**src/rtl/fupd_pkg.sv**
```systemverilog
// Package for the form-urlencoded percent decoder.
// Holds the escape phase type, character codes and the hex digit decoder.
// Depends on nothing.
package fupd_pkg;

	typedef enum logic [1:0] {
		PH_IDLE = 2'd0,
		PH_HIGH = 2'd1,
		PH_LOW  = 2'd2
	} escape_phase_t;

	localparam logic [7:0] CH_PERCENT = 8'h25;
	localparam logic [7:0] CH_PLUS    = 8'h2B;
	localparam logic [7:0] CH_SPACE   = 8'h20;
	localparam logic [7:0] CH_0       = 8'h30;
	localparam logic [7:0] CH_9       = 8'h39;
	localparam logic [7:0] CH_UA      = 8'h41;
	localparam logic [7:0] CH_UF      = 8'h46;
	localparam logic [7:0] CH_LA      = 8'h61;
	localparam logic [7:0] CH_LF      = 8'h66;
	localparam logic [7:0] HEX_TEN    = 8'd10;

	typedef struct packed {
		logic       ok;
		logic [3:0] value;
	} hex_digit_t;

	function automatic hex_digit_t hex_decode(input logic [7:0] c);
		hex_digit_t r;
		logic [7:0] d;
		r = '{ok: 1'b0, value: 4'd0};
		d = 8'd0;
		if (c >= CH_0 && c <= CH_9) begin
			d = c - CH_0;
			r.ok = 1'b1;
		end else if (c >= CH_UA && c <= CH_UF) begin
			d = c - CH_UA + HEX_TEN;
			r.ok = 1'b1;
		end else if (c >= CH_LA && c <= CH_LF) begin
			d = c - CH_LA + HEX_TEN;
			r.ok = 1'b1;
		end
		r.value = d[3:0];
		return r;
	endfunction

endpackage

```
**src/rtl/form_url_percent_decoder.sv**
```systemverilog
// Form-urlencoded percent decoder: one escaped byte in, at most one result out.
// Input register, short decode logic against the escape state, result register.
// Depends on fupd_pkg.
//
//   channel  handshake              payload
//   input    in_valid / in_stall    in_byte, is_last
//   output   out_valid / out_stall  out_byte, has_byte, end_of_text, decoded_count, truncated
//
// One byte is accepted per cycle unless in_stall; results pass input and result registers.
// The escape state updates as a byte leaves the input register, so the decode is one pass.
// Reset clears the escape state, byte count and both valid flags.
// A stalled output holds its result; the input stalls only when a waiting byte
// would produce a result and the result register cannot take it.
module form_url_percent_decoder
	import fupd_pkg::*;
#(
	parameter int unsigned MAX_TEXT_LEN = 65535
) (
	input  logic        clk,
	input  logic        arst_n,
	input  logic        in_valid,
	output logic        in_stall,
	input  logic [7:0]  in_byte,
	input  logic        is_last,
	output logic        out_valid,
	input  logic        out_stall,
	output logic [7:0]  out_byte,
	output logic        has_byte,
	output logic        end_of_text,
	output logic [15:0] decoded_count,
	output logic        truncated
);

	localparam logic [15:0] COUNT_CAP =
		(MAX_TEXT_LEN < 32'd65535) ? 16'(MAX_TEXT_LEN) : 16'hFFFF;

	logic          valid_s1;
	logic [7:0]    byte_s1;
	logic          last_s1;

	escape_phase_t phase_q, phase_n;
	logic [3:0]    nibble_q, nibble_n;
	logic          stopped_q, stopped_n;
	logic [15:0]   count_q, count_n;

	logic          have;
	logic [7:0]    val;
	logic          produce;
	logic          advance;
	hex_digit_t    hd;

	logic          out_valid_q;
	logic [7:0]    out_byte_q;
	logic          has_byte_q;
	logic          end_q;
	logic [15:0]   count_out_q;
	logic          trunc_q;

	always_comb begin
		hd        = hex_decode(byte_s1);
		phase_n   = phase_q;
		nibble_n  = nibble_q;
		stopped_n = stopped_q;
		have      = 1'b0;
		val       = 8'd0;
		if (!stopped_q) begin
			unique case (phase_q)
				PH_HIGH: begin
					if (!hd.ok) begin
						stopped_n = 1'b1;
					end else begin
						nibble_n = hd.value;
						phase_n  = PH_LOW;
					end
				end
				PH_LOW: begin
					if (!hd.ok) begin
						stopped_n = 1'b1;
					end else begin
						val     = {nibble_q, hd.value};
						have    = 1'b1;
						phase_n = PH_IDLE;
					end
				end
				default: begin
					phase_n = PH_IDLE;
					if (byte_s1 == CH_PERCENT) begin
						phase_n = PH_HIGH;
					end else begin
						val  = (byte_s1 == CH_PLUS) ? CH_SPACE : byte_s1;
						have = 1'b1;
					end
				end
			endcase
			if (last_s1 && phase_n != PH_IDLE) begin
				stopped_n = 1'b1;
			end
		end
		count_n = (have && count_q < COUNT_CAP) ? count_q + 16'd1 : count_q;
	end

	assign produce  = have || last_s1;
	assign advance  = !produce || !out_valid_q || !out_stall;
	assign in_stall = valid_s1 && !advance;

	always_ff @(posedge clk or negedge arst_n) begin
		if (!arst_n) begin
			valid_s1 <= 1'b0;
		end else if (!in_stall) begin
			valid_s1 <= in_valid;
		end
	end

	always_ff @(posedge clk) begin
		if (in_valid && !in_stall) begin
			byte_s1 <= in_byte;
			last_s1 <= is_last;
		end
	end

	always_ff @(posedge clk or negedge arst_n) begin
		if (!arst_n) begin
			phase_q   <= PH_IDLE;
			nibble_q  <= 4'd0;
			stopped_q <= 1'b0;
			count_q   <= 16'd0;
		end else if (valid_s1 && advance) begin
			if (last_s1) begin
				phase_q   <= PH_IDLE;
				nibble_q  <= 4'd0;
				stopped_q <= 1'b0;
				count_q   <= 16'd0;
			end else begin
				phase_q   <= phase_n;
				nibble_q  <= nibble_n;
				stopped_q <= stopped_n;
				count_q   <= count_n;
			end
		end
	end

	always_ff @(posedge clk or negedge arst_n) begin
		if (!arst_n) begin
			out_valid_q <= 1'b0;
		end else if (valid_s1 && advance && produce) begin
			out_valid_q <= 1'b1;
		end else if (!out_stall) begin
			out_valid_q <= 1'b0;
		end
	end

	always_ff @(posedge clk) begin
		if (valid_s1 && advance && produce) begin
			out_byte_q  <= val;
			has_byte_q  <= have;
			end_q       <= last_s1;
			count_out_q <= count_n;
			trunc_q     <= last_s1 && stopped_n;
		end
	end

	assign out_valid     = out_valid_q;
	assign out_byte      = out_byte_q;
	assign has_byte      = has_byte_q;
	assign end_of_text   = end_q;
	assign decoded_count = count_out_q;
	assign truncated     = trunc_q;

`ifndef ASSERT_OFF
	a_trunc_only_at_end: assert property (@(posedge clk) disable iff (!arst_n)
		out_valid_q |-> (!trunc_q || end_q))
		else $error("Truncation flagged on a result that does not end the text.");

	a_zero_when_empty: assert property (@(posedge clk) disable iff (!arst_n)
		(out_valid_q && !has_byte_q) |-> (out_byte_q == 8'd0 && end_q))
		else $error("A result without a byte must be an end result with a zero byte.");

	a_state_cleared: assert property (@(posedge clk) disable iff (!arst_n)
		(valid_s1 && advance && last_s1) |=>
			(phase_q == PH_IDLE && !stopped_q && count_q == 16'd0))
		else $error("Escape state not cleared after the last byte of a text.");

	a_count_capped: assert property (@(posedge clk) disable iff (!arst_n)
		count_q <= COUNT_CAP)
		else $error("Decoded byte count exceeds its cap.");

	a_stall_needs_item: assert property (@(posedge clk) disable iff (!arst_n)
		in_stall |-> (valid_s1 && out_valid_q && out_stall))
		else $error("Input stalled without a blocked result.");
`endif

endmodule
```
**config.mk**
```make
export PLATFORM = sky130hd
export DESIGN_NAME = form_url_percent_decoder
export DESIGN_NICKNAME = d
export VERILOG_FILES = /design/src/rtl/fupd_pkg.sv /design/src/rtl/form_url_percent_decoder.sv
export SDC_FILE = /design/constraint.sdc
export NUM_CORES = 1
export LEC_CHECK = 0
export CORE_UTILIZATION = 40
export CTS_BUF_LIST = sky130_fd_sc_hd__clkbuf_16
export CTS_CLUSTER_SIZE = 12
export DETAILED_ROUTE_END_ITERATION = 10
export DONT_BUFFER_PORTS = 1
export PLACE_DENSITY_LB_ADDON = 0.1
export SLEW_MARGIN = 5
export SYNTH_ARGS = -nofsm -noshare
export SYNTH_HDL_FRONTEND = slang
export SYNTH_SLANG_ARGS = --single-unit
```
**constraint.sdc**
```tcl
create_clock -name clk -period 5.28 [get_ports clk]
set_input_delay 1.056 -clock clk [delete_from_list [all_inputs] [get_ports clk]]
set_output_delay 1.056 -clock clk [all_outputs]
set_load 0.01 [all_outputs]
```
==> results.cfg <==
[status]
status = complete, no violations

[logic_synthesis]
syn_avg_cell_area_um2 = 10.8
synth_area_leader_cell = edfxtp_1
yosys_warnings = 0
synth_top_area_share = 0.335
syn_inst = 298
synth_fp_nets = 317
syn_area_mm2 = 0.00322
yosysUniqueCellTypes = 58
ys_ff_latch = 61
synth-seq-area-share = 0.529
synth_edf_count = 36
synthArstFlopShare = 0.410
synthFlopType = edfxtp_1
synth_area_leaders = edfxtp_1, dfrtp_1, xnor2_1

[route]
wire_per_inst_um = 17.0
first_iter_violations = 114
wl_um = 6870
post-route-drc-count = 0
dr.pass1.iters = 4
ant_nets = 0
via_per_inst = 5.68
vias = 2290

[setup_path]
critPathMaxFanout = 15
worstPathArrival_ps = 3010
crit_type = reg2out
crit_required_ps = 4220
end_kind = output pin
cp-start-kind = flop

[die]
ioPinCount = 42
core_mm2 = 0.00777
die_area_mm2 = 0.00842
die_x_um = 91.8
rows = 32
start_util = 0.415
die_h_um = 91.8

[finish]
final_nets = 315
final_cell_mix = edfxtp_1, dfrtp_1, nor2_1
synthToLayoutAreaGrowth_pct = 10.8
layout-drive-gt1-share = 0.0764
diodes = 0
n_fill_cell = 724
layout.cells.most_common = edfxtp_1
instances_no_fill = 403

[clocking]
h-tree-depth = 3
holdBufCountCts = 0
path_clk_slew_ps = 50
clock-root-buffer = clkbuf_16
cts.sinks = 61
cts_tree = built
cts_resized = 0
clk_latency_ps = 330
cts_buffer_depth = 2
post_cts_buffers = 0
cts_buffers = 9

[place]
dpl.cell_count = 387
io_buffer_count = 0
dp_hpwl_um = 4670
routabilityCongestion = 0.824

[pwr]
p_clk_frac = 0.406
leakage_nw = 1.37
finalPower_mw = 1.36
internal_power_mw = 1.00
vdd_drop_max_uv = 191
swShare = 0.262
p_switching_mw = 0.356
p_seq_frac = 0.492
comb_power_share = 0.103
p_per_area_mw_per_mm2 = 381

[job]
max_cap_viol_count = 0

[global_routing]
overflow = 0
grt_max_degree = 28
antenna_found_initial = 0
grt.total_usage = 0.180
grt_pass1_vias = 2259
grt_pass1_wl_um = 11600

[sta]
drv_slew = 0
finClkSkew_ps = 6.47
final-hold-violation-count = 0
rsz0062_at_grt = no
tns_ps = 0
fin_crit_sh = 0.770
setup_viol = 0
post-route-min-period_ps = 4060
max-slew-margin-rel = 0.355
worstMarginPinSlew_ps = 967
max_freq_mhz = 246

[min_path]
hold_path_class = in2async
-- critical path, stage by stage (launching register included) --
cell,delay (ps)
dfrtp_1,380
inv_1,60
ha_1,420
nand2b_1,260
or4_4,600
a31oi_4,450
nor2_1,150
nor2_1,160
and2_1,200
-- power by group through the flow --
stage	logic, mW	registers [mW]	clock network (mW)
2_1_floorplan	0.134	0.644	0
3_3_place_gp	0.138	0.675	0
3_5_place_dp	0.142	0.677	0
4_1_cts	0.142	0.668	0.560
5_1_grt	0.157	0.681	0.582
6_report	0.139	0.669	0.551
-- sequential cells by signal, indices dropped and copies added (netlist names), 2 cells and up --
name           count
byte_s1            8
count_q           16
phase_q            2
nibble_q           4
out_byte           8
decoded_count     16
-- path summary, 6_finish.rpt --
kind | start | endpoint | slack (ps) | cells after the start
max | phase_q[0]$_DFFE_PN0P_ | in_stall | 1220 | 8
max reg2reg | phase_q[0]$_DFFE_PN0P_ | decoded_count[8]$_DFFE_PP_ | 1910 | 8
max in group asynchronous | arst_n | nibble_q[3]$_DFFE_PN0P_ | 4770 | 0
min | arst_n | count_q[15]$_DFFE_PN0P_ | 420 | 0
min in group clk | nibble_q[3]$_DFFE_PN0P_ | nibble_q[3]$_DFFE_PN0P_ | 520 | 2
min reg2reg | nibble_q[3]$_DFFE_PN0P_ | nibble_q[3]$_DFFE_PN0P_ | 520 | 2
-- area by class of cell --
cell class / instances / area (um2) / share of cell area
clock inverters: 7 / 52.6 / 0.0147
flip-flops and latches: 61 / 1710 / 0.478
clock buffers: 9 / 225 / 0.0630
inverters: 11 / 41.3 / 0.0116
repair buffers: 3 / 22.5 / 0.00630
multi-input cells: 210 / 1400 / 0.391
well taps: 102 / 128 / 0.0357
-- Yosys cell counts (all sizes together) (4+ instances only) --
cell type  number
and3            7
nor4            6
xnor2          12
buf             8
nor2           25
a21oi          16
clkbuf          8
nand2          22
edfxtp         36
xor2            6
a22oi           5
ha              6
or4             6
nand3          12
o21ai          15
a2bb2oi         4
nand4          12
mux2i           4
nor2b           6
dfrtp          25
inv            11
-- per-stage QoR --
stage	utilization	hold slack, ps	cell area (um2)	setup slack (ps)
3_3_place_gp	0.424	506	3290	1600
4_1_cts	0.460	412	3570	1210
5_1_grt	0.460	406	3570	1020
3_5_place_dp	0.424	504	3290	1560
2_1_floorplan	-	473	3220	1420
6_report	0.460	421	3570	1220
-- cells by family (layout without fill, tap and decap cells) --
group	count (synthesis)	count (layout)	share of synthesized area
flops	61	61	0.529
xor+xnor	18	18	0.0489
mux	5	5	0.0159
buf+inv	27	30	0.0384
compound gates	63	63	0.133
fa+ha+maj	6	6	0.0233
simple gates	118	118	0.211
-- metal layers --
metal | vias up | GRT usage | part of all wire | routed length, um
li1 | 1116 | - | - | -
met1 | 1103 | 0.251 | 0.49 | 3360
met5 | - | 0 | 0 | 0
met2 | 61 | 0.265 | 0.44 | 3050
met4 | 0 | 0.0833 | 0.018 | 123
met3 | 10 | 0.0406 | 0.049 | 335
Note: power is estimated with default switching activity, not from simulation.
